### config.mk
export PLATFORM = sky130hd
export DESIGN_NAME = slw_seq
export DESIGN_NICKNAME = d
export VERILOG_FILES = /design/src/rtl/slw_pkg.sv /design/src/rtl/slw_seq.sv
export SDC_FILE = /design/constraint.sdc
export NUM_CORES = 1
export LEC_CHECK = 0
export BUFFER_PORTS_ARGS = -buffer_cell sky130_fd_sc_hd__buf_4
export CAP_MARGIN = 40
export CORE_AREA = 2 2 39 41
export CTS_CLUSTER_DIAMETER = 200
export DETAILED_ROUTE_END_ITERATION = 7
export DIE_AREA = 0 0 41 43
export HOLD_SLACK_MARGIN = 0.15
export PLACE_DENSITY = 0.46
export SLEW_MARGIN = 20
export SYNTH_ARGS = -nofsm -noshare
export SYNTH_HDL_FRONTEND = slang
export SYNTH_SLANG_ARGS = --single-unit
### constraint.sdc
create_clock -name i_clk -period 1.55 [get_ports i_clk]
set_clock_uncertainty 0.15 [all_clocks]
set_input_delay 0.2325 -clock i_clk [delete_from_list [all_inputs] [get_ports i_clk]]
set_output_delay 0.2325 -clock i_clk [all_outputs]
set_load 0.1 [all_outputs]
### src/rtl/slw_pkg.sv
package slw_pkg;

    // table geometry
    localparam int SPRITE_ENTRIES = 80;
    localparam int BYTES_PER_SPRITE = 8;
    localparam int ROW_W = 7;
    localparam int LANE_W = 3;
    localparam int ROW_BITS = BYTES_PER_SPRITE * 8;

    // request kinds on the input channel
    typedef enum logic [1:0] {
        MODE_WRITE   = 2'd0,
        MODE_RESTART = 2'd1,
        MODE_STEP    = 2'd2,
        MODE_UNUSED  = 2'd3
    } t_mode;

    // program steps
    typedef enum logic [2:0] {
        ST_IDLE   = 3'd0,
        ST_READ   = 3'd1,
        ST_DECODE = 3'd2,
        ST_EMIT   = 3'd3,
        ST_FINISH = 3'd4,
        ST_CLEAR  = 3'd5
    } t_step;

    // jump conditions
    typedef enum logic [1:0] {
        C_DISPATCH = 2'd0,
        C_GO       = 2'd1,
        C_EMIT     = 2'd2,
        C_CLEAR    = 2'd3
    } t_cond;

    // one control word of the program
    typedef struct packed {
        t_cond cond;
        t_step target;
        logic  rd;
        logic  dec;
        logic  emit;
        logic  fin;
        logic  clr;
    } t_uword;

    // control from the sequencer to the datapath and store
    typedef struct packed {
        logic clr;
        logic wr;
        logic rd;
        logic dec;
        logic emit;
        logic fin;
        logic restart;
    } t_ctrl;

    // status back to the sequencer
    typedef struct packed {
        logic walk_done;
        logic last_loaded;
        logic clr_last;
    } t_status;

    // program rom
    function automatic t_uword ucode(input t_step s);
        t_uword w;
        begin
            case (s)
                ST_IDLE: begin
                    w = '{cond: C_DISPATCH, target: ST_IDLE, rd: 1'b0, dec: 1'b0,
                          emit: 1'b0, fin: 1'b0, clr: 1'b0};
                end
                ST_READ: begin
                    w = '{cond: C_GO, target: ST_DECODE, rd: 1'b1, dec: 1'b0,
                          emit: 1'b0, fin: 1'b0, clr: 1'b0};
                end
                ST_DECODE: begin
                    w = '{cond: C_GO, target: ST_EMIT, rd: 1'b0, dec: 1'b1,
                          emit: 1'b0, fin: 1'b0, clr: 1'b0};
                end
                ST_EMIT: begin
                    w = '{cond: C_EMIT, target: ST_FINISH, rd: 1'b0, dec: 1'b0,
                          emit: 1'b1, fin: 1'b0, clr: 1'b0};
                end
                ST_FINISH: begin
                    w = '{cond: C_GO, target: ST_IDLE, rd: 1'b0, dec: 1'b0,
                          emit: 1'b0, fin: 1'b1, clr: 1'b0};
                end
                ST_CLEAR: begin
                    w = '{cond: C_CLEAR, target: ST_IDLE, rd: 1'b0, dec: 1'b0,
                          emit: 1'b0, fin: 1'b0, clr: 1'b1};
                end
                default: begin
                    w = '{cond: C_GO, target: ST_IDLE, rd: 1'b0, dec: 1'b0,
                          emit: 1'b0, fin: 1'b0, clr: 1'b0};
                end
            endcase
            return w;
        end
    endfunction

endpackage

### src/rtl/slw_seq.sv
module slw_seq (
    input  logic                       i_clk,
    input  logic                       i_rst_n,
    input  logic                       i_valid,
    input  logic [1:0]                 i_mode,
    input  logic [slw_pkg::ROW_W-1:0]  i_wr_row,
    input  slw_pkg::t_status           i_status,
    output logic                       o_stall,
    output slw_pkg::t_ctrl             o_ctrl
);
    import slw_pkg::*;

    t_step  r_pc;
    t_step  n_pc;
    t_uword w;
    logic   accept;
    logic   in_range;

    assign in_range = ({1'b0, i_wr_row} < (ROW_W + 1)'(SPRITE_ENTRIES));

    // step counter
    always_ff @(posedge i_clk) begin
        if (!i_rst_n) begin
            r_pc <= ST_CLEAR;
        end else begin
            r_pc <= n_pc;
        end
    end

    // control word decode and jumps
    always_comb begin
        w       = ucode(r_pc);
        o_stall = (w.cond != C_DISPATCH);
        accept  = (w.cond == C_DISPATCH) && i_valid;
        o_ctrl  = '0;
        o_ctrl.clr  = w.clr;
        o_ctrl.rd   = w.rd;
        o_ctrl.dec  = w.dec;
        o_ctrl.emit = w.emit;
        o_ctrl.fin  = w.fin;
        o_ctrl.wr      = accept && (i_mode == MODE_WRITE) && in_range;
        o_ctrl.restart = accept && (i_mode == MODE_RESTART);
        n_pc = r_pc;
        case (w.cond)
            C_DISPATCH: begin
                if (accept && (i_mode == MODE_STEP) && !i_status.walk_done) begin
                    n_pc = ST_READ;
                end
            end
            C_GO: begin
                n_pc = w.target;
            end
            C_EMIT: begin
                if (i_status.last_loaded) begin
                    n_pc = w.target;
                end
            end
            C_CLEAR: begin
                if (i_status.clr_last) begin
                    n_pc = w.target;
                end
            end
            default: begin
                n_pc = ST_IDLE;
            end
        endcase
    end

endmodule

==> impl_results.md, run 1 <==
- Pwr/cell area: 767 nW/um2
- Slew Viols, Final: 0
- GRT Util Overall: 9.53%
- CP Capture Type: output port
- Measured slew at the worst slew-check pin: 243 ps
- Drt drc: 0
- R2r setup slk: around 250 ps
- Worst Hold Class: input pin to flip-flop
- Clk sinks: 3
- Yosys warns: 0
- Vias/cell: 4.54
- Final setup viols: 3
- Syn Std Cell Area: 235 um2
- Largest Register: r_pc
- Unique masters post-synth: 15
- Area occupied by multi-input gates: 213 um2
- Mapped Cells: 29
- Final WS setup: -321 ps
- Wire per inst: 9.61 um
- F_max: 0.534 GHz
- Iter 0 DRT Violations: 6
- RSZ-0062 raised after global routing: yes
- Fin nets: 71
- Hold path start: i_status[1]
- Hold Slack: between 150 and 200 ps
- Peak supply drop: between 0.3 and 0.4 mV
- Depth of the CTS H-tree: 1
- Initial Utilization: about 17%
- Max reg flops: 3
- Period utilization: 121%
- Die W: 41 um
- Final WL: 682 um
- Number of antenna diodes: 0
- WS Path Type: flip-flop to output port
- Vias in the first global route: 266
- Failing checks: setup timing
- Post-Syn Area per Cell: 8.11 um2
- Hold Path Sink: r_pc[1]
- Cts bufs inserted: 3
- Outcome: complete, but fails checks
- Area Growth Syn to Fin: 163%
- Crit path time final: ~1900 ps
- Clk slew on worst S/H paths: 40 ps
- Drt first pass iters: 4
- CTS tree: done
- Reg2reg start: r_pc[1]
- Share of cells above drive strength 1: 69.1%
- Synth Register Bits: 3
- FF-to-FF path depth: 5
- Final Hold Viols: 0
- Max_cap viols: 0
- Leading cell type in the layout, fill and taps excluded: buf_4
- Regs by FF count: r_pc: 3 flops
- Total nets after synthesis: 44
- Core box area: 1380 um2
- Clock latency on the worst-skew pair: ~230 ps
- Vias: 322
- CTS Root Cell: clkbuf_4
- Most frequent cells in the layout: buf_4 (14), buf_12 (7), o21ai_0 (4)
- Slew headroom: 83.6%
- Hold Path Stages: 4
- Storage element area: around 64 um2
- Arr. time, crit path: between 1000 and 1500 ps
- Gr ovfl total: 0
- Clock buffer depth: 2
- Reg-to-reg endpoint: r_pc[0]
- Io pins: 23
- Crit path launch type: flip-flop
- Tot Pwr: 475 uW
- Die Footprint: around 1800 um2
- Die height: 43 um
- Seq/Total Area, Yosys: around 26%
- First-pass GRT wire length: 1080 um
- # rows: 14
- Largest net degree at the start of global routing: 12
- I/O Buffers: 18
- Fillers: 134
- Leakage power: approximately 0.00027 uW
- Req. time, crit path: 1170 ps
- Antenna-violating nets left: 0
- Initial antenna violation count: 0
- Worst-path fanout max: 3
- Gpl congestion: 0.699
[final cells by class]
class                      count  area share, %
sequential                     3           10.3
clock buffer                   4           4.24
multi-input combinational     22           34.3
timing repair buffer          25           47.3
inverter                       1          0.606
tap                           16           3.23
[metrics by stage]
step	cells	instance area, um2	util [%]	setup WS, ps	setup TNS, ps
3_3_place_gp	63	457	33.0	-111	-113
3_5_place_dp	63	457	33.0	-121	-130
5_1_grt	71	619	44.8	-367	-812
6_report	71	619	44.8	-321	-626
4_1_cts	68	571	41.2	-330	-621
2_1_floorplan	29	307	-	-810	-1810
[synth_stat cells, drive strengths merged]
library cell / count / share of area (%)
o21ai: 4 / 8.5
nor4b: 1 / 6.4
or3: 1 / 4.8
nor3b: 6 / 19
nor3: 1 / 2.1
a31oi: 1 / 2.7
dfxtp: 3 / 26
nand2b: 1 / 2.7
o311ai: 1 / 3.7
inv: 1 / 1.6
buf: 3 / 6.4
nor2: 1 / 1.6
and3b: 3 / 11
nand3: 1 / 2.1
nand2: 1 / 1.6
[worst max-delay path by stage]
stage,from,end,slack [ps],cells past startpoint
after floorplan,r_pc[0],o_ctrl[5],-810,2
after global placement,r_pc[0],o_ctrl[5],-110,3
after detailed placement,r_pc[0],o_ctrl[5],-120,3
after CTS,r_pc[0],o_ctrl[5],-330,3
after global routing,r_pc[0],o_ctrl[5],-370,3
final,r_pc[0],o_ctrl[5],-320,3
[critical path: stages, from the launching register on]
cell and delay, ps:
dfxtp_2 310, or3_4 420, nor4b_4 270, buf_6 260
[report_power, final]
| group | total (uW) | internal (uW) | switching (uW) |
|---|---|---|---|
| Clock | 137 | 96.5 | 40.6 |
| Combinational | 248 | 108 | 140 |
| Sequential | 89.8 | 85.6 | 4.21 |
| Total | 475 | 290 | 185 |
[cells by family after synthesis]
group                  count (synthesis)  share of synthesized area, %
AOI/OAI and AO/OA                      6                          14.9
buffers and inverters                  4                          7.98
DFF                                    3                          25.5
and+or+nand+nor                       16                          51.6
[layer usage]
layer / wire [um] / track usage, %
met4: 25 / 10.0
met2: 400 / 15.6
met1: 230 / 8.65
met3: 25 / 1.57
met5: 0 / 0
[timing repair]
item,CTS,global route
endpoints found under the setup margin,8,8
hold endpoints to repair,3,0
buffers inserted,0,3
resized for setup,19,7
pin swaps,1,2
hold buffers,1,0
Note: power is estimated with default switching activity, not from simulation.
==> run 2: changes to the inputs <==
--- a/config.mk
+++ b/config.mk
@@ -8,6 +8,7 @@
 export BUFFER_PORTS_ARGS = -buffer_cell sky130_fd_sc_hd__buf_4
 export CAP_MARGIN = 40
 export CORE_AREA = 2 2 39 41
+export CTS_BUF_LIST = sky130_fd_sc_hd__clkbuf_8
 export CTS_CLUSTER_DIAMETER = 200
 export DETAILED_ROUTE_END_ITERATION = 7
 export DIE_AREA = 0 0 41 43
==> run 2 against run 1 <==
Compared with the run above: core utilization down 0.72 points; combinational power down 3%; sequential power is essentially flat; clock power is 59% higher; first-iteration DRC count increased by 67%; hold slack gained 21 ps; sequential share of layout area up 0.17 points; design area is 1.6% lower; sequential cell count is the same; non-clock buffer count shrank 1; the run still ends with setup timing left; maximum frequency grew 1.2%; die area unchanged.
==> impl_results.md, run 2 (same netlist as run 1, synthesis figures left out) <==
- Part of the power in registers: 16.4% (-2.5 points)
- Crit path launch type: flip-flop
- Depth of the CTS H-tree: 1 (unchanged)
- Max_cap viols: 0 (unchanged)
- Worst-path fanout max: 3 (unchanged)
- Largest Register: r_pc
- Share of cells above drive strength 1: 68.5% (-0.57 points)
- Vias: 316 (-1.9%)
- Crit path from: r_pc[1]
- Wire per inst: 10.2 um (+6.2%)
- Comb pwr share: 43.8% (-8.4 points)
- Post-Place Setup Slack: -121 ps (unchanged)
- Initial antenna violation count: 0 (unchanged)
- Req. time, crit path: 1170 ps (about the same)
- Iter 0 DRT Violations: 10 (+4)
- Largest net degree at the start of global routing: 12 (unchanged)
- Die W: 41 um (unchanged)
- Most frequent cells in the layout: buf_4 (14), buf_12 (5), o21ai_0 (4)
- Number of antenna diodes: 0 (unchanged)
- Clock share of power: 39.8% (+11 points)
- R2r setup slk: 280 ps (+30 ps)
- Core box area: 1380 um2 (unchanged)
- Leading cell type in the layout, fill and taps excluded: buf_4
- Clock buffer depth: 2 (unchanged)
- Reg-to-reg endpoint: r_pc[1]
- P_sw: 194 uW (+4.7%)
- First-pass GRT wire length: 1080 um (unchanged)
- Die height: 43 um (unchanged)
- Cts bufs inserted: 3 (unchanged)
- GRT Util Overall: 9.53% (unchanged)
- Clk sinks: 3 (unchanged)
- RSZ-0062 raised after global routing: yes
- CTS Root Cell: clkbuf_8
- Peak supply drop: 0.460 mV (+28%)
- Cell Int Power: 354 uW (+22%)
- Fillers: 135 (+0.75%)
- Slew headroom: 81.4% (-2.2 points)
- Worst Hold Class: input pin to flip-flop
- Gr ovfl total: 0 (unchanged)
- Net Sw Frac: 35.4% (-3.6 points)
- Vias in the first global route: 275 (+3.4%)
- F_max: 0.541 GHz (+1.2%)
- Initial Utilization: 17.0% (unchanged)
- Fin nets: 70 (-1.4%)
- CP Capture Type: output port
- Critical Path Sink: o_ctrl[5]
- Final WL: 714 um (+4.7%)
- Clk slew on worst S/H paths: 30 ps (about the same)
- Final WS setup: -300 ps (+21.7 ps)
- Vias/cell: 4.51 (-0.46%)
- Drt drc: 0 (unchanged)
- Drt first pass iters: 4 (unchanged)
- Area Growth Syn to Fin: 159%
- Regs by FF count: r_pc: 3 flops
- Final Hold Viols: 0 (unchanged)
- I/O Buffers: 18 (unchanged)
- Final std cells w/o fill: 70 (-1.4%)
- Gpl congestion: 0.699 (unchanged)
- Crit path time final: 1850 ps (-21.7 ps)
- Failing checks: setup timing
- Die Footprint: 1760 um2 (unchanged)
- # rows: 14 (unchanged)
- FF-to-FF path depth: 6 (+1)
- Pwr/cell area: 899 nW/um2 (+17%)
- WS Path Type: flip-flop to output port
- CTS tree: done
- Max reg flops: 3 (unchanged)
- Outcome: complete, but fails checks
- Measured slew at the worst slew-check pin: 281 ps (+38.5 ps)
- Period utilization: 119% (-1.4 points)
- Antenna-violating nets left: 0 (unchanged)
- Clock latency on the worst-skew pair: 210 ps (-20 ps)
- Slew Viols, Final: 0 (unchanged)
- Leakage power: 0.000272 uW (about the same)
- Final setup viols: 3 (unchanged)
- Reg2reg start: r_pc[0]
- Arr. time, crit path: 1470 ps (-20 ps)
- Dpl cells: 63 (unchanged)
- Io pins: 23 (unchanged)
- Fin Setup TNS: -514 ps (+111 ps)
-- run 2: how the worst min path moves through the flow --
stage / end / cells past startpoint / slack (ps) / start
floorplan: r_pc[2] / 1 / 140 / i_rst_n
global placement: r_pc[2] / 2 / 260 / i_rst_n
detailed placement: r_pc[2] / 2 / 260 / i_rst_n
CTS: r_pc[1] / 4 / 190 / i_status[1]
global route: r_pc[1] / 4 / 210 / i_status[1]
finish: r_pc[1] / 4 / 210 / i_status[1]
-- run 2: cell type report --
class / count / area (um2) / share of cell area (%)
Timing Repair Buffer: 24 / 264 / 43.3
Multi-Input combinational cell: 22 / 213 / 34.9
Sequential cell: 3 / 63.8 / 10.5
Clock buffer: 3 / 41.3 / 6.78
Tap cell: 16 / 20.0 / 3.29
Clock inverter: 1 / 3.75 / 0.616
Inverter: 1 / 3.75 / 0.616
-- run 2: worst max-delay path, stage by stage (launching register included) --
cell and delay [ps]:
dfxtp_2 310, or3_4 420, nor4b_4 270, buf_6 260
-- run 2: per-layer routing --
layer / vias up / global-route usage, % / part of all wire [%] / wire, um
li1: 155 / - / - / -
met1: 148 / 8.65 / 35 / 250
met2: 9 / 15.6 / 57 / 408
met3: 4 / 1.57 / 4.1 / 29
met4: 0 / 10.0 / 3.5 / 25
met5: - / 0 / 0 / 0
-- run 2: what timing repair did --
item | CTS | global route
pin swaps | 1 | 1
gates resized for setup | 10 | 11
gates cloned | 0 | 0
hold buffers | 1 | 0
setup buffers | 0 | 2
endpoints found under the hold margin | 2 | 0
endpoints found under the setup margin | 8 | 8
-- run 2: metrics by stage --
step                      hold WS [ps]  total power (uW)  area, um2  util [%]
final                              208               548        609      44.0
after global routing               213               579        609      44.0
after floorplan                    144               244        307         -
after CTS                          195               529        551      39.8
after detailed placement           257               290        457      33.0
after global placement             263               287        457      33.0
-- run 2: power groups by stage --
| stage | clock network (uW) | registers [uW] | logic (uW) |
|---|---|---|---|
| after floorplan | 0 | 89.6 | 154 |
| after global placement | 0 | 89.0 | 198 |
| after detailed placement | 0 | 89.5 | 200 |
| after CTS | 228 | 88.4 | 213 |
| after global routing | 238 | 91.1 | 250 |
| final | 218 | 89.8 | 240 |
