===== src/rtl/slw_pkg.sv =====
package slw_pkg;

    // table geometry
    localparam int SPRITE_ENTRIES = 80;
    localparam int BYTES_PER_SPRITE = 8;
    localparam int ROW_W = 7;
    localparam int LANE_W = 3;
    localparam int ROW_BITS = BYTES_PER_SPRITE * 8;

    // request kinds on the input channel
    typedef enum logic [1:0] {
        MODE_WRITE   = 2'd0,
        MODE_RESTART = 2'd1,
        MODE_STEP    = 2'd2,
        MODE_UNUSED  = 2'd3
    } t_mode;

    // program steps
    typedef enum logic [2:0] {
        ST_IDLE   = 3'd0,
        ST_READ   = 3'd1,
        ST_DECODE = 3'd2,
        ST_EMIT   = 3'd3,
        ST_FINISH = 3'd4,
        ST_CLEAR  = 3'd5
    } t_step;

    // jump conditions
    typedef enum logic [1:0] {
        C_DISPATCH = 2'd0,
        C_GO       = 2'd1,
        C_EMIT     = 2'd2,
        C_CLEAR    = 2'd3
    } t_cond;

    // one control word of the program
    typedef struct packed {
        t_cond cond;
        t_step target;
        logic  rd;
        logic  dec;
        logic  emit;
        logic  fin;
        logic  clr;
    } t_uword;

    // control from the sequencer to the datapath and store
    typedef struct packed {
        logic clr;
        logic wr;
        logic rd;
        logic dec;
        logic emit;
        logic fin;
        logic restart;
    } t_ctrl;

    // status back to the sequencer
    typedef struct packed {
        logic walk_done;
        logic last_loaded;
        logic clr_last;
    } t_status;

    // program rom
    function automatic t_uword ucode(input t_step s);
        t_uword w;
        begin
            case (s)
                ST_IDLE: begin
                    w = '{cond: C_DISPATCH, target: ST_IDLE, rd: 1'b0, dec: 1'b0,
                          emit: 1'b0, fin: 1'b0, clr: 1'b0};
                end
                ST_READ: begin
                    w = '{cond: C_GO, target: ST_DECODE, rd: 1'b1, dec: 1'b0,
                          emit: 1'b0, fin: 1'b0, clr: 1'b0};
                end
                ST_DECODE: begin
                    w = '{cond: C_GO, target: ST_EMIT, rd: 1'b0, dec: 1'b1,
                          emit: 1'b0, fin: 1'b0, clr: 1'b0};
                end
                ST_EMIT: begin
                    w = '{cond: C_EMIT, target: ST_FINISH, rd: 1'b0, dec: 1'b0,
                          emit: 1'b1, fin: 1'b0, clr: 1'b0};
                end
                ST_FINISH: begin
                    w = '{cond: C_GO, target: ST_IDLE, rd: 1'b0, dec: 1'b0,
                          emit: 1'b0, fin: 1'b1, clr: 1'b0};
                end
                ST_CLEAR: begin
                    w = '{cond: C_CLEAR, target: ST_IDLE, rd: 1'b0, dec: 1'b0,
                          emit: 1'b0, fin: 1'b0, clr: 1'b1};
                end
                default: begin
                    w = '{cond: C_GO, target: ST_IDLE, rd: 1'b0, dec: 1'b0,
                          emit: 1'b0, fin: 1'b0, clr: 1'b0};
                end
            endcase
            return w;
        end
    endfunction

endpackage


===== src/rtl/slw_datapath.sv =====
module slw_datapath (
    input  logic                           i_clk,
    input  logic                           i_rst_n,
    input  slw_pkg::t_ctrl                 i_ctrl,
    input  logic [slw_pkg::ROW_BITS-1:0]   i_rd_data,
    input  logic                           i_stall,
    output logic [slw_pkg::ROW_W-1:0]      o_rd_row,
    output logic                           o_walk_done,
    output logic                           o_last_loaded,
    output logic                           o_valid,
    output logic [10:0]                    o_tile_number,
    output logic [1:0]                     o_palette_line,
    output logic                           o_priority_res,
    output logic                           o_flip_vertical,
    output logic                           o_flip_horizontal,
    output logic [9:0]                     o_x_position,
    output logic [10:0]                    o_y_position,
    output logic [6:0]                     o_sprite_number,
    output logic                           o_last_tile,
    output logic                           o_end_of_list
);
    import slw_pkg::*;

    // walk state
    logic [ROW_W-1:0] r_current;
    logic [6:0]       r_visited;
    logic             r_done;

    // decoded sprite
    logic [9:0]       r_ypos;
    logic [8:0]       r_xpos;
    logic [1:0]       r_wmax;
    logic [1:0]       r_hmax;
    logic             r_prio;
    logic [1:0]       r_pal;
    logic             r_vflip;
    logic             r_hflip;
    logic [10:0]      r_base;
    logic [ROW_W-1:0] r_link;
    logic             r_ends;

    // tile counters
    logic [1:0]       r_col;
    logic [1:0]       r_row;
    logic [3:0]       r_tile;

    // output register
    logic             r_ovalid;
    logic [10:0]      r_tile_number;
    logic [1:0]       r_palette_line;
    logic             r_priority_res;
    logic             r_flip_vertical;
    logic             r_flip_horizontal;
    logic [9:0]       r_x_position;
    logic [10:0]      r_y_position;
    logic [6:0]       r_sprite_number;
    logic             r_last_tile;
    logic             r_end_of_list;

    logic [7:0]       b0, b1, b2, b3, b4, b5, b6, b7;
    logic [7:0]       visited_inc;
    logic [ROW_W-1:0] link_dec;
    logic             ends_dec;
    logic             load;
    logic             tile_last;

    always_comb begin
        b0 = i_rd_data[7:0];
        b1 = i_rd_data[15:8];
        b2 = i_rd_data[23:16];
        b3 = i_rd_data[31:24];
        b4 = i_rd_data[39:32];
        b5 = i_rd_data[47:40];
        b6 = i_rd_data[55:48];
        b7 = i_rd_data[63:56];
        link_dec    = b3[ROW_W-1:0];
        visited_inc = {1'b0, r_visited} + 8'd1;
        ends_dec    = (link_dec == '0)
                   || ({1'b0, link_dec} >= (ROW_W + 1)'(SPRITE_ENTRIES))
                   || (visited_inc >= 8'(SPRITE_ENTRIES));
        tile_last = (r_col == r_wmax) && (r_row == r_hmax);
        load      = i_ctrl.emit && (!r_ovalid || !i_stall);
    end

    assign o_rd_row      = r_current;
    assign o_walk_done   = r_done;
    assign o_last_loaded = load && tile_last;

    // walk state update
    always_ff @(posedge i_clk) begin
        if (!i_rst_n) begin
            r_current <= '0;
            r_visited <= '0;
            r_done    <= 1'b0;
        end else if (i_ctrl.restart) begin
            r_current <= '0;
            r_visited <= '0;
            r_done    <= 1'b0;
        end else if (i_ctrl.fin) begin
            r_visited <= visited_inc[6:0];
            if (r_ends) begin
                r_done <= 1'b1;
            end else begin
                r_current <= r_link;
            end
        end
    end

    // sprite decode
    always_ff @(posedge i_clk) begin
        if (i_ctrl.dec) begin
            r_ypos  <= {b0[1:0], b1};
            r_xpos  <= {b6[0], b7};
            r_wmax  <= b2[3:2];
            r_hmax  <= b2[1:0];
            r_prio  <= b4[7];
            r_pal   <= b4[6:5];
            r_vflip <= b4[4];
            r_hflip <= b4[3];
            r_base  <= {b4[2:0], b5};
            r_link  <= link_dec;
            r_ends  <= ends_dec;
        end
    end

    // column-major tile walk
    always_ff @(posedge i_clk) begin
        if (i_ctrl.dec) begin
            r_col  <= '0;
            r_row  <= '0;
            r_tile <= '0;
        end else if (load) begin
            r_tile <= r_tile + 1'b1;
            if (r_row == r_hmax) begin
                r_row <= '0;
                r_col <= r_col + 1'b1;
            end else begin
                r_row <= r_row + 1'b1;
            end
        end
    end

    // output register valid
    always_ff @(posedge i_clk) begin
        if (!i_rst_n) begin
            r_ovalid <= 1'b0;
        end else if (load) begin
            r_ovalid <= 1'b1;
        end else if (!i_stall) begin
            r_ovalid <= 1'b0;
        end
    end

    // output register payload
    always_ff @(posedge i_clk) begin
        if (load) begin
            r_tile_number     <= r_base + {7'd0, r_tile};
            r_palette_line    <= r_pal;
            r_priority_res    <= r_prio;
            r_flip_vertical   <= r_vflip;
            r_flip_horizontal <= r_hflip;
            r_x_position      <= {1'b0, r_xpos} + {5'd0, r_col, 3'd0};
            r_y_position      <= {1'b0, r_ypos} + {6'd0, r_row, 3'd0};
            r_sprite_number   <= r_current;
            r_last_tile       <= tile_last;
            r_end_of_list     <= r_ends;
        end
    end

    // result ports straight from the output register
    assign o_valid           = r_ovalid;
    assign o_tile_number     = r_tile_number;
    assign o_palette_line    = r_palette_line;
    assign o_priority_res    = r_priority_res;
    assign o_flip_vertical   = r_flip_vertical;
    assign o_flip_horizontal = r_flip_horizontal;
    assign o_x_position      = r_x_position;
    assign o_y_position      = r_y_position;
    assign o_sprite_number   = r_sprite_number;
    assign o_last_tile       = r_last_tile;
    assign o_end_of_list     = r_end_of_list;

endmodule


===== config.mk =====
export PLATFORM = sky130hd
export DESIGN_NAME = slw_datapath
export DESIGN_NICKNAME = d
export VERILOG_FILES = /design/src/rtl/slw_pkg.sv /design/src/rtl/slw_datapath.sv
export SDC_FILE = /design/constraint.sdc
export NUM_CORES = 1
export LEC_CHECK = 0
export BUFFER_PORTS_ARGS = -buffer_cell sky130_fd_sc_hd__buf_2
export CORE_MARGIN = 8
export CORE_UTILIZATION = 46
export DETAILED_ROUTE_END_ITERATION = 7
export HOLD_SLACK_MARGIN = 0.1
export PLACE_DENSITY = 0.77
export SLEW_MARGIN = 20
export SYNTH_ARGS = -nofsm -noshare
export SYNTH_HDL_FRONTEND = slang
export SYNTH_SLANG_ARGS = --single-unit

===== constraint.sdc =====
create_clock -name i_clk -period 1.76 [get_ports i_clk]
set_input_delay 0.352 -clock i_clk [delete_from_list [all_inputs] [get_ports i_clk]]
set_output_delay 0.352 -clock i_clk [all_outputs]
set_load 0.05 [all_outputs]

==> results summary, run 1 <==
The run finished, with violations left. The final reports fail on negative setup slack. After synthesis, the cell types taking the most area are sky130_fd_sc_hd__edfxtp_1 (63%), sky130_fd_sc_hd__dfxtp_1 (11%), sky130_fd_sc_hd__xor2_1 (2.9%). The reported net switching power came out at 1.84 mW. The number of flip-flops and latches in the synthesized netlist is 117. The worst hold path begins at i_rst_n.

The worst pin sits at a relative slew slack of 0.629. The initial antenna violation count is 0. The overall power of the completed layout came out at 7.27 mW. The I/O pin count is 130.

The final estimated routing congestion in global placement is 0.844. The setup slack of the worst register-to-register path came out at 0 ps. The pre-CTS setup slack is -78.8 ps. The final net count came out at 562.

In this run the clock root is driven by a sky130_fd_sc_hd__clkbuf_8. The peak clock frequency supported by timing came out at 0.508 GHz. sky130_fd_sc_hd__edfxtp_1 is the most common cell in the netlist. The vertical extent of the die is 114 µm. A synthesized cell averages 15.4 µm². The floorplan die area is 13100 µm². For this run, the number of Yosys warnings is 0.

The wire length per cell is 15.3 µm. Synthesis produced a netlist whose cell count is 289. The number of library cell types mapped by synthesis came out at 43. The number of hold violations in the final report came to 0. The tool flagged a number of max-cap violations equal to 0. After layout, the minimum clock period comes to 1970 ps. The number of clock sinks is 117. The DRC violation total after the first TritonRoute iteration is 152.

The setup-violating endpoint count in the final report came out at 1. The number of diodes came out at 0. The sequential element share of the synthesized area came out at 0.734. The initial standard-cell utilization of the core came out at 0.465.

Measured along the x axis, the die boundary spans 114 µm. The fraction of the cycle the final worst path needs is 1.12. Of the total power, the share spent switching nets is 0.253.

The hold path endpoint is o_valid. The number of input and output port buffers inserted is 108. TritonCTS built the clock tree.

The global routing usage summed across all routing layers is 0.152. The async set-or-reset flop fraction in the synthesized netlist came out at 0. The share of the synthesized area in the top cell type came out at 0.626.

The power share of the combinational group came out at 0.124. The remaining antenna violation count after routing came out at 0. The design internal power is 5.44 mW. The placed instance area came out at 5290 µm².

The required time at the worst-slack endpoint is 1410 ps. The core area came out at 9590 µm². Hold timing on the final database bottoms out at a slack of 142 ps. Walking the worst path, the cells encountered are xor2_2 -> nor4_4 -> buf_6. The worst path arrival time is 1620 ps. The worst setup path is captured at an output pin.

The routed design has 9530 µm of wire. The iteration count of the initial detailed-routing pass came out at 4. The cell depth of the worst hold path came out at 2. Sorting the synthesized cells by how often they occur yields sky130_fd_sc_hd__edfxtp_1 (93), sky130_fd_sc_hd__dfxtp_1 (24), sky130_fd_sc_hd__nor2_1 (19). The depth of the most critical reg-to-reg path is 6.

Clock-pin slew was measured on the worst setup and hold paths at 50 ps. Across the routed clock network, the largest skew measured is 9.26 ps. For this design the ratio of total power to cell area is 1140 nW/µm².

Among cell families on the critical path, the largest total delay comes from flip-flops. Of the cells placed in the final design, the portion with a size suffix greater than 1 is 0.359. The global-route wire length before repair is 15200 µm. In the post-route analysis, the smallest setup slack over all paths is -210 ps.

The routed via count came out at 3042. The final routed DRC violation total is 0. The predominant post-synthesis flop cell is sky130_fd_sc_hd__edfxtp_1. The biggest area contributor in the post-synthesis netlist is sky130_fd_sc_hd__edfxtp_1. The buffer levels on the longest clock path is 2.

The number of vias per cell after detailed routing is 4.90. The summed area of non-filler cells in the final layout is 6400 µm². STA classifies the critical path startpoint as a flip-flop.

The number of slew-limit violations in the final report is 0. The total buffers and inverters traversed by the critical path came out at 1. The number of global-route vias before repair came out at 3241. The worst hold-check path type is in -> reg. The number of H-tree levels came out at 4. The share of power burned in the clock network came out at 0.421. The cell leakage power came out at 2.58 nW. The post-synth design cell area came out at 4460 µm². The worst supply voltage drop on vdd came out at 0.604 mV. Setup repair after global routing could not meet its margin everywhere. The pin count of the biggest net entering global routing is 24. The largest stage delay on the critical path is 440 ps. The endpoint identified for the worst register-to-register timing path is o_tile_number[4]. The total overflow left after global routing is 0. The maximum net fanout on the critical path is 5. The latest clock arrival within the worst-skew pair is 490 ps. The number of nets in the synthesized netlist is 376. The number of flops mapped to enable cells by yosys came out at 93.

TritonCTS created 17 clock buffers. The transition time of the tightest slew-check pin came out at 557 ps. The HPWL reported at the end of detailed placement came out at 6400 µm. The worst setup path is of the reg -> out kind. The sequential share of power came out at 0.455. Measured on the finished design, the core utilization comes to 0.667. The row count is 36. The origin of the critical flop-to-flop path is r_base[0]. The layout overhead on the synthesized area came out at 43.5%. Among all stages on the critical path, the largest delay is contributed by sky130_fd_sc_hd__edfxtp_1.

The filler cell count came out at 685.
## logic make-up (layout without fill, tap and decap cells)
| group | Yosys count | after routing | synth area share |
|---|---|---|---|
| buffers and inverters | 14 | 213 | 0.0146 |
| adders and majority gates | 13 | 13 | 0.0415 |
| DFF | 117 | 117 | 0.734 |
| AOI/OAI and AO/OA | 44 | 44 | 0.0620 |
| and+or+nand+nor | 68 | 68 | 0.0800 |
| muxes | 9 | 9 | 0.0205 |
| xor gates and xnor gates | 24 | 24 | 0.0472 |
## how the worst max path moves through the flow
stage / to / from / cells after the start / slack (ps)
after floorplan: o_last_loaded / o_valid / 3 / -110
after global placement: o_tile_number[8] / r_base[0] / 5 / -40
after detailed placement: o_tile_number[8] / r_base[0] / 5 / -80
after CTS: o_last_loaded / r_wmax[1] / 4 / -230
after global routing: o_last_loaded / r_hmax[0] / 3 / -280
final: o_last_loaded / r_hmax[0] / 3 / -210
## per-layer routing
| metal | vias up | global-route usage | share of wire | routed length (µm) |
|---|---|---|---|---|
| li1 | 1458 | - | - | - |
| met1 | 1482 | 0.156 | 0.38 | 3590 |
| met2 | 87 | 0.278 | 0.56 | 5340 |
| met3 | 15 | 0.0506 | 0.051 | 484 |
| met4 | 0 | 0.0586 | 0.013 | 123 |
| met5 | - | 0 | 0 | 0 |
## registers in the layout (all words and copies together) (netlist names), 2 cells and up
name             cells
o_palette_line       2
r_pal                2
o_y_position        11
r_xpos               9
o_tile_number       11
o_x_position        10
o_sprite_number      7
o_rd_row             7
r_ypos              10
r_wmax               2
r_visited            7
r_base              11
r_tile               4
r_hmax               2
r_link               7
r_row                2
r_col                2
## power groups by stage
stage / Clock [mW] / Combinational, mW / Sequential, mW
5_1_grt: 3.24 / 0.958 / 3.33
3_5_place_dp: 0 / 0.785 / 3.36
6_report: 3.06 / 0.899 / 3.31
3_3_place_gp: 0 / 0.765 / 3.35
4_1_cts: 3.12 / 0.886 / 3.31
2_1_floorplan: 0 / 0.214 / 3.66
## stage by stage
step,setup TNS (ps),std cells
3_5_place_dp,-179,536
5_1_grt,-508,621
4_1_cts,-440,618
2_1_floorplan,-111,289
3_3_place_gp,-55.6,536
6_report,-210,621
## worst register-to-register path: cells and delay by family, from the launching register on
family          cells  cell delay [ps]
compound gates      2              320
xor+xnor            1               80
fa+ha+maj           2              580
buf+inv             1              160
flops               1              370
## layout by cell type, fill, tap and decap left out, types with 3 or more instances in the layout
cell type	Yosys	routed
sky130_fd_sc_hd__buf_2	4	107
sky130_fd_sc_hd__edfxtp_1	93	93
sky130_fd_sc_hd__dlygate4sd3_1	0	47
sky130_fd_sc_hd__dfxtp_1	24	21
sky130_fd_sc_hd__nor2_1	19	19
sky130_fd_sc_hd__clkbuf_16	0	16
sky130_fd_sc_hd__buf_4	0	16
sky130_fd_sc_hd__nand2_1	14	14
sky130_fd_sc_hd__xor2_1	15	13
sky130_fd_sc_hd__o21ai_0	12	12
sky130_fd_sc_hd__a21oi_1	13	11
sky130_fd_sc_hd__xnor2_1	9	9
sky130_fd_sc_hd__mux2i_1	8	8
sky130_fd_sc_hd__nand3_1	7	7
sky130_fd_sc_hd__ha_1	10	7
sky130_fd_sc_hd__inv_1	6	6
sky130_fd_sc_hd__nor2b_1	5	5
sky130_fd_sc_hd__or3_1	5	5
sky130_fd_sc_hd__clkinv_2	0	5
sky130_fd_sc_hd__clkinvlp_4	0	5
sky130_fd_sc_hd__o211ai_1	4	4
sky130_fd_sc_hd__and3_1	3	3
sky130_fd_sc_hd__nand2b_1	3	3
sky130_fd_sc_hd__ha_2	0	3
sky130_fd_sc_hd__buf_12	0	3
sky130_fd_sc_hd__dfxtp_2	0	3
## timing repair
item	in CTS	in global routing
endpoints found under the setup margin	4	6
hold buffers	47	0
buffers inserted	3	3
gates resized for setup	9	6
hold endpoints to repair	47	0
pin swaps	7	6
## layout make-up
class	instances	area, µm²	area share
clock buffers	19	432	0.0675
clock inverters	13	110	0.0172
inverters	7	28.8	0.00450
multi-input cells	158	1180	0.185
flip-flops and latches	117	3280	0.512
well taps	133	166	0.0260
repair buffers	174	1200	0.187
Note: power is estimated with default switching activity, not from simulation.
==> run 2, diff against run 1 <==
--- a/config.mk
+++ b/config.mk
@@ -6,11 +6,13 @@
 export NUM_CORES = 1
 export LEC_CHECK = 0
 export BUFFER_PORTS_ARGS = -buffer_cell sky130_fd_sc_hd__buf_2
+export CELL_PAD_IN_SITES_DETAIL_PLACEMENT = 1
+export CELL_PAD_IN_SITES_GLOBAL_PLACEMENT = 2
 export CORE_MARGIN = 8
-export CORE_UTILIZATION = 46
+export CORE_UTILIZATION = 31
 export DETAILED_ROUTE_END_ITERATION = 7
 export HOLD_SLACK_MARGIN = 0.1
-export PLACE_DENSITY = 0.77
+export PLACE_DENSITY = 0.76
 export SLEW_MARGIN = 20
 export SYNTH_ARGS = -nofsm -noshare
 export SYNTH_HDL_FRONTEND = slang
==> run 2 against run 1 <==
- the run still ends with negative setup slack left
- power is 4.5% higher
- setup slack better by 42 ps
- global-route usage is 3.8 points lower
- fmax is 2.2% higher
- design area is 3.1% lower
- utilization is 23 points lower
- wire length is 5.1% higher
- clock-buffer cell count is 1 higher
- non-clock buffer count is 33 lower
- critical path type unchanged
- largest power group is now clock
==> results summary, run 2 (synthesis results as in run 1) <==
The number of diodes came out at 0 (unchanged). The number of slew-limit violations in the final report is 0 (unchanged). Failing checks: negative setup slack (unchanged). The final estimated routing congestion in global placement came out at 0.752 (was 0.844).

The setup slack of the worst register-to-register path is -30 ps (was 0 ps). The number of clock sinks is 117 (unchanged). The type of the setup path with the least slack was reg -> out (unchanged).

The placed instance area is 5360 µm² (was 5290 µm²). The worst hold-check path type is in -> reg (unchanged). The number of global-route vias before repair came to 3261 (was 3241). The wire length per cell is 15.7 µm (was 15.3 µm). The iteration count of the initial detailed-routing pass is 4 (unchanged). The buffer levels on the longest clock path is 2 (unchanged). The latest clock arrival within the worst-skew pair is 410 ps (was 490 ps). Setup repair after global routing missed its margin: yes (unchanged).

The total CTS buffers came out at 17 (unchanged). The routed via count is 2909 (was 3042). The filler cell count is 1483 (was 685). The number of standard cells in the layout, taps in and fillers out is 639 (was 621). The total placed cells including tap cells came out at 586 (was 536). The number of H-tree levels is 4 (unchanged).

Most frequent cells in the layout: sky130_fd_sc_hd__buf_2 (107), sky130_fd_sc_hd__edfxtp_1 (93), sky130_fd_sc_hd__dfxtp_1 (22) (was sky130_fd_sc_hd__buf_2 (107), sky130_fd_sc_hd__edfxtp_1 (93), sky130_fd_sc_hd__dlygate4sd3_1 (47)). The floorplan die area came out at 18500 µm² (was 13100 µm²). The number of hold violations in the final report is 0 (unchanged).

The critical path endpoint category is an output pin (unchanged). The power per cell area is 1230 nW/µm² (was 1140 nW/µm²). The number of vias per cell after detailed routing came to 4.55 (was 4.90). Series of cell instances along the critical path: xor2_2 -> nor4_4 -> buf_12 (was xor2_2 -> nor4_4 -> buf_6). The endpoint of the lowest-slack register-to-register path is o_tile_number[10] (was o_tile_number[4]). The max-capacitance violation count is 0 (unchanged).

The most common library cell in the layout ignoring fill and taps is sky130_fd_sc_hd__buf_2 (unchanged). The area taken by multi-input logic gates came out at 1180 µm² (about the same). The sequential standard cell area is 3280 µm² (about the same).

The core area is 14300 µm² (was 9590 µm²). The proportion of layout cells with a drive suffix above 1 is 0.367 (was 0.359). The capturing element of the worst setup path is o_last_loaded (unchanged). The origin of the critical flop-to-flop path is r_base[0] (unchanged). The setup-violating endpoint count in the final report was 5 (was 1).

The worst supply voltage drop on vdd was 0.675 mV (was 0.604 mV). The normalized max-slew margin came out at 0.607 (was 0.629). The cell leakage power came out at 2.46 nW (was 2.58 nW).

Run status: finished, violations left (unchanged). The worst path arrival time was 1580 ps (was 1620 ps). The required time at the worst-slack endpoint came to 1410 ps (about the same). The overall routed net length is 10000 µm (was 9530 µm). The global routing usage summed across all routing layers was 0.114 (was 0.152). The worst setup margin is -168 ps (was -210 ps). The transition time of the tightest slew-check pin is 589 ps (was 557 ps). The HPWL reported at the end of detailed placement was 7140 µm (was 6400 µm). The vertical extent of the die is 136 µm (was 114 µm).

The depth of the most critical reg-to-reg path came to 5 (was 6). The summed area of non-filler cells in the final layout is 6200 µm² (was 6400 µm²). The number of input and output port buffers inserted is 108 (unchanged). The layout overhead on the synthesized area is 39.0% (was 43.5%).

The aggregate global routing overflow is 0 (unchanged). The I/O pin count is 130 (unchanged). The initial antenna violation count came out at 0 (unchanged). The remaining antenna violation count after routing is 0 (unchanged). The largest stage delay on the critical path is 440 ps (about the same). The fraction of the cycle the final worst path needs came out at 1.10 (was 1.12).

The global-route wire length before repair is 16100 µm (was 15200 µm). The element type at the critical path start is a flip-flop (unchanged). The DRC violation total after the first TritonRoute iteration came to 80 (was 152). The worst clock skew is 6.46 ps (was 9.26 ps). The pin count of the biggest net entering global routing is 57 (was 24). The CTS tree was built (unchanged). The initial standard-cell utilization of the core is 0.311 (was 0.465). The minimum clock period after layout is 1930 ps (was 1970 ps).

The clock transition time at the flip-flop clock pins of the worst setup and hold paths came out at 50 ps (about the same). The width of the die is 136 µm (was 114 µm). The beginning of the critical path is r_hmax[0] (unchanged). The final routed DRC violation total came out at 0 (unchanged).

The row count was 44 (was 36). The peak clock frequency supported by timing came out at 0.519 GHz (was 0.508 GHz). The cell with the biggest individual delay on the critical path is sky130_fd_sc_hd__edfxtp_1 (unchanged). The clock root buffer master was sky130_fd_sc_hd__clkbuf_16 (was sky130_fd_sc_hd__clkbuf_8). The maximum net fanout on the critical path came out at 5 (unchanged).

The final net count came out at 529 (was 562).
[run 2: cell count changes in the layout (fill, tap and decap cells not counted), moves of 2 or more]
cell                            delta
sky130_fd_sc_hd__bufinv_16         +2
sky130_fd_sc_hd__buf_4             -5
sky130_fd_sc_hd__clkbuf_1          +2
sky130_fd_sc_hd__clkbuf_8          -2
sky130_fd_sc_hd__dlygate4sd3_1    -29
sky130_fd_sc_hd__clkinv_2          -4
[run 2: how the worst min path moves through the flow]
stage / startpoint / end / cells past startpoint
finish: i_rd_data[33] / r_base[9] / 1
global route: i_rd_data[62] / r_xpos[6] / 1
CTS: i_rd_data[56] / r_xpos[0] / 1
detailed placement: r_xpos[0] / o_x_position[0] / 0
global placement: r_ypos[2] / o_y_position[2] / 0
floorplan: r_hflip / o_flip_horizontal / 0
[run 2: layer usage]
layer,routed length [µm],global-route usage,vias up
li1,-,-,1387
met1,3980,0.118,1430
met5,0,0,-
met3,737,0.0477,11
met4,138,0.0531,0
met2,5170,0.196,81
[run 2: timing repair]
| item | CTS | global route |
|---|---|---|
| resized for setup | 7 | 6 |
| setup endpoints to repair | 5 | 6 |
| hold endpoints to repair | 18 | 0 |
| buffers inserted | 1 | 2 |
| pin swaps | 5 | 4 |
| hold buffers | 18 | 0 |
[run 2: power by group]
part | leakage (nW) | total [mW] | switching [mW] | internal, mW
Sequential | 1.10 | 3.31 | 0.0943 | 3.21
Combinational | 1.08 | 0.845 | 0.569 | 0.276
Clock | 0.274 | 3.44 | 1.22 | 2.22
Total | 2.46 | 7.60 | 1.88 | 5.71
[run 2: stage by stage]
stage	setup TNS (ps)	setup slack, ps	total power, mW	hold slack [ps]	util
final	-218	-168	7.60	120	0.433
after detailed placement	-292	-110	4.17	406	0.374
after global routing	-521	-262	7.85	101	0.433
after CTS	-283	-208	7.68	100	0.431
after global placement	-125	-60.8	4.14	401	0.374
after floorplan	-111	-111	3.87	400	-
[run 2: area by class of cell]
type,count,share of cell area
Sequential cell,117,0.528
Multi-Input combinational cell,158,0.191
Timing Repair Buffer,141,0.144
Clock buffer,20,0.0704
Tap cell,184,0.0371
Clock inverter,12,0.0250
Inverter,7,0.00464
[run 2: critical path: cells and delay by family, from the launching register on]
kind,cells,cell delay [ps]
xor gates and xnor gates,1,220
buffers and inverters,1,180
and+or+nand+nor,1,320
DFF,1,440
==> run 3, diff against run 2 <==
--- a/config.mk
+++ b/config.mk
@@ -6,13 +6,11 @@
 export NUM_CORES = 1
 export LEC_CHECK = 0
 export BUFFER_PORTS_ARGS = -buffer_cell sky130_fd_sc_hd__buf_2
-export CELL_PAD_IN_SITES_DETAIL_PLACEMENT = 1
-export CELL_PAD_IN_SITES_GLOBAL_PLACEMENT = 2
-export CORE_MARGIN = 8
-export CORE_UTILIZATION = 31
+export CORE_MARGIN = 2
+export CORE_UTILIZATION = 46
 export DETAILED_ROUTE_END_ITERATION = 7
 export HOLD_SLACK_MARGIN = 0.1
-export PLACE_DENSITY = 0.76
+export PLACE_DENSITY = 0.74
 export SLEW_MARGIN = 20
 export SYNTH_ARGS = -nofsm -noshare
 export SYNTH_HDL_FRONTEND = slang
==> run 3 against run 2 <==
- largest cell class unchanged
- critical path type unchanged
- highest routed layer unchanged
- utilization is 25 points higher
- via count up 2.1%
- design area increased by 3.5%
- sequential power barely moved
- the run still ends with negative setup slack left
==> results summary, run 3 (synthesis results as in run 1) <==
The critical path endpoint category is an output pin (unchanged). The normalized max-slew margin is 0.582 (was 0.607). The number of vias per cell after detailed routing came to 4.85 (was 4.55). The overall routed net length is 8570 µm (was 10000 µm). The total CTS buffers is 17 (unchanged).

The worst setup margin is -228 ps (was -168 ps). The setup slack of the worst register-to-register path is -30 ps (about the same). The latest clock arrival within the worst-skew pair is 500 ps (was 410 ps). The layout overhead on the synthesized area came out at 43.9% (was 39.0%). The width of the die is 102 µm (was 136 µm). The total placed cells including tap cells came to 528 (was 586). The iteration count of the initial detailed-routing pass was 5 (was 4). The fraction of the cycle the final worst path needs came out at 1.13 (was 1.10).

The number of hold violations in the final report is 0 (unchanged). The clock root buffer master is sky130_fd_sc_hd__clkbuf_8 (was sky130_fd_sc_hd__clkbuf_16). The number of standard cells in the layout, taps in and fillers out came out at 612 (was 639). The maximum net fanout on the critical path came out at 3 (was 5). The worst supply voltage drop on vdd is 0.789 mV (was 0.675 mV). The summed area of non-filler cells in the final layout is 6420 µm² (was 6200 µm²).

The number of global-route vias before repair came out at 2982 (was 3261). The proportion of layout cells with a drive suffix above 1 is 0.348 (was 0.367). The final routed DRC violation total is 0 (unchanged). The most common library cell in the layout ignoring fill and taps is sky130_fd_sc_hd__buf_2 (unchanged). The CTS tree is built (unchanged). The number of clock sinks is 117 (unchanged). The number of H-tree levels came out at 4 (unchanged). The core area came out at 9330 µm² (was 14300 µm²). The final estimated routing congestion in global placement came out at 0.755 (was 0.752). The setup-violating endpoint count in the final report came out at 2 (was 5). Setup repair after global routing missed its margin: yes (unchanged). The pin count of the biggest net entering global routing is 57 (unchanged). Failing checks: negative setup slack (unchanged).

The element type at the critical path start was a flip-flop (unchanged). The I/O pin count was 130 (unchanged). The required time at the worst-slack endpoint came out at 1410 ps (about the same). The max-capacitance violation count came out at 0 (unchanged). The vertical extent of the die came out at 102 µm (was 136 µm). The transition time of the tightest slew-check pin is 627 ps (was 589 ps).

The type of the setup path with the least slack is reg -> out (unchanged). The HPWL reported at the end of detailed placement came out at 5470 µm (was 7140 µm). The peak clock frequency supported by timing was 0.503 GHz (was 0.519 GHz). The worst path arrival time came out at 1640 ps (was 1580 ps). The floorplan die area came to 10500 µm² (was 18500 µm²). The number of diodes is 0 (unchanged). The worst clock skew is 11.0 ps (was 6.46 ps). The number of input and output port buffers inserted came out at 108 (unchanged).

The placed instance area came out at 5250 µm² (was 5360 µm²). The initial standard-cell utilization of the core is 0.478 (was 0.311). The overall power of the completed layout is 7.57 mW (was 7.60 mW).

Most frequent cells in the layout: sky130_fd_sc_hd__buf_2 (107), sky130_fd_sc_hd__edfxtp_1 (93), sky130_fd_sc_hd__dlygate4sd3_1 (48) (was sky130_fd_sc_hd__buf_2 (107), sky130_fd_sc_hd__edfxtp_1 (93), sky130_fd_sc_hd__dfxtp_1 (22)). The power per cell area came to 1180 nW/µm² (was 1230 nW/µm²). Run status: finished, violations left (unchanged). The worst hold-check path type is in -> reg (unchanged).

The clock transition time at the flip-flop clock pins of the worst setup and hold paths was 60 ps (was 50 ps). The minimum clock period after layout is 1990 ps (was 1930 ps). The remaining antenna violation count after routing came out at 0 (unchanged). The global-route wire length before repair came out at 13400 µm (was 16100 µm).

The pre-CTS setup slack came out at -77.1 ps (was -110 ps). The cell leakage power is 2.59 nW (was 2.46 nW). The wire length per cell came out at 14.0 µm (was 15.7 µm). The initial antenna violation count came out at 0 (unchanged). The final net count is 557 (was 529). The setup TNS came to -254 ps (was -218 ps).

The routed via count came out at 2969 (was 2909). The aggregate global routing overflow was 0 (unchanged). The DRC violation total after the first TritonRoute iteration came out at 83 (was 80).

The filler cell count is 645 (was 1483). The number of slew-limit violations in the final report is 0 (unchanged). The row count came to 35 (was 44). The global routing usage summed across all routing layers is 0.172 (was 0.114). The buffer levels on the longest clock path is 2 (unchanged).
-- run 3: changes by cell type in the layout (fill, tap and decap cells not counted), sizes merged --
cell | before | now
dlygate4sd3 | 18 | 48
inv | 8 | 11
buf | 123 | 121
clkbuf | 20 | 18
clkinvlp | 4 | 3
-- run 3: critical path, cell delays in order, from the launching register on --
cell and delay (ps):
sky130_fd_sc_hd__edfxtp_1 470, sky130_fd_sc_hd__xor2_4 200, sky130_fd_sc_hd__nor4_4 270, sky130_fd_sc_hd__buf_6 200
-- run 3: power by group --
part / leakage, nW / switching (mW) / internal [mW]
clock network: 0.283 / 1.21 / 2.17
registers: 1.10 / 0.0912 / 3.21
logic: 1.20 / 0.569 / 0.315
total: 2.59 / 1.88 / 5.70
-- run 3: layout make-up --
type / instances / area, µm² / area share
Clock buffer: 18 / 418 / 0.0651
Clock inverter: 14 / 175 / 0.0273
Inverter: 7 / 28.8 / 0.00449
Multi-Input combinational cell: 158 / 1190 / 0.186
Sequential cell: 117 / 3280 / 0.511
Tap cell: 129 / 161 / 0.0252
Timing Repair Buffer: 169 / 1160 / 0.181
-- run 3: path summary, 6_finish.rpt --
check                               start           endpoint  cells after the start
worst max-delay path            r_hmax[0]      o_last_loaded                      3
worst min-delay path            i_ctrl[1]        o_walk_done                      3
worst max register to register  r_base[0]  o_tile_number[10]                      5
worst min register to register     r_prio     o_priority_res                      0
-- run 3: per-stage QoR --
| step | hold slack (ps) | util |
|---|---|---|
| after floorplan | 400 | - |
| after global placement | 401 | 0.563 |
| after detailed placement | 405 | 0.563 |
| after CTS | 191 | 0.685 |
| after global routing | 218 | 0.688 |
| final | 203 | 0.688 |
-- run 3: timing repair --
item,CTS,global route
setup buffers,3,1
endpoints found under the hold margin,47,0
hold buffers,48,0
resized for setup,10,5
cloned,0,0
pin swaps,9,5
setup endpoints to repair,4,7
-- run 3: per-layer routing --
metal  up-vias  global-route usage  part of all wire
li1       1450                   -                 -
met4         0              0.0779             0.011
met5         -                   0                 0
met2        86               0.307              0.55
met1      1423               0.185              0.40
met3        10              0.0547             0.046
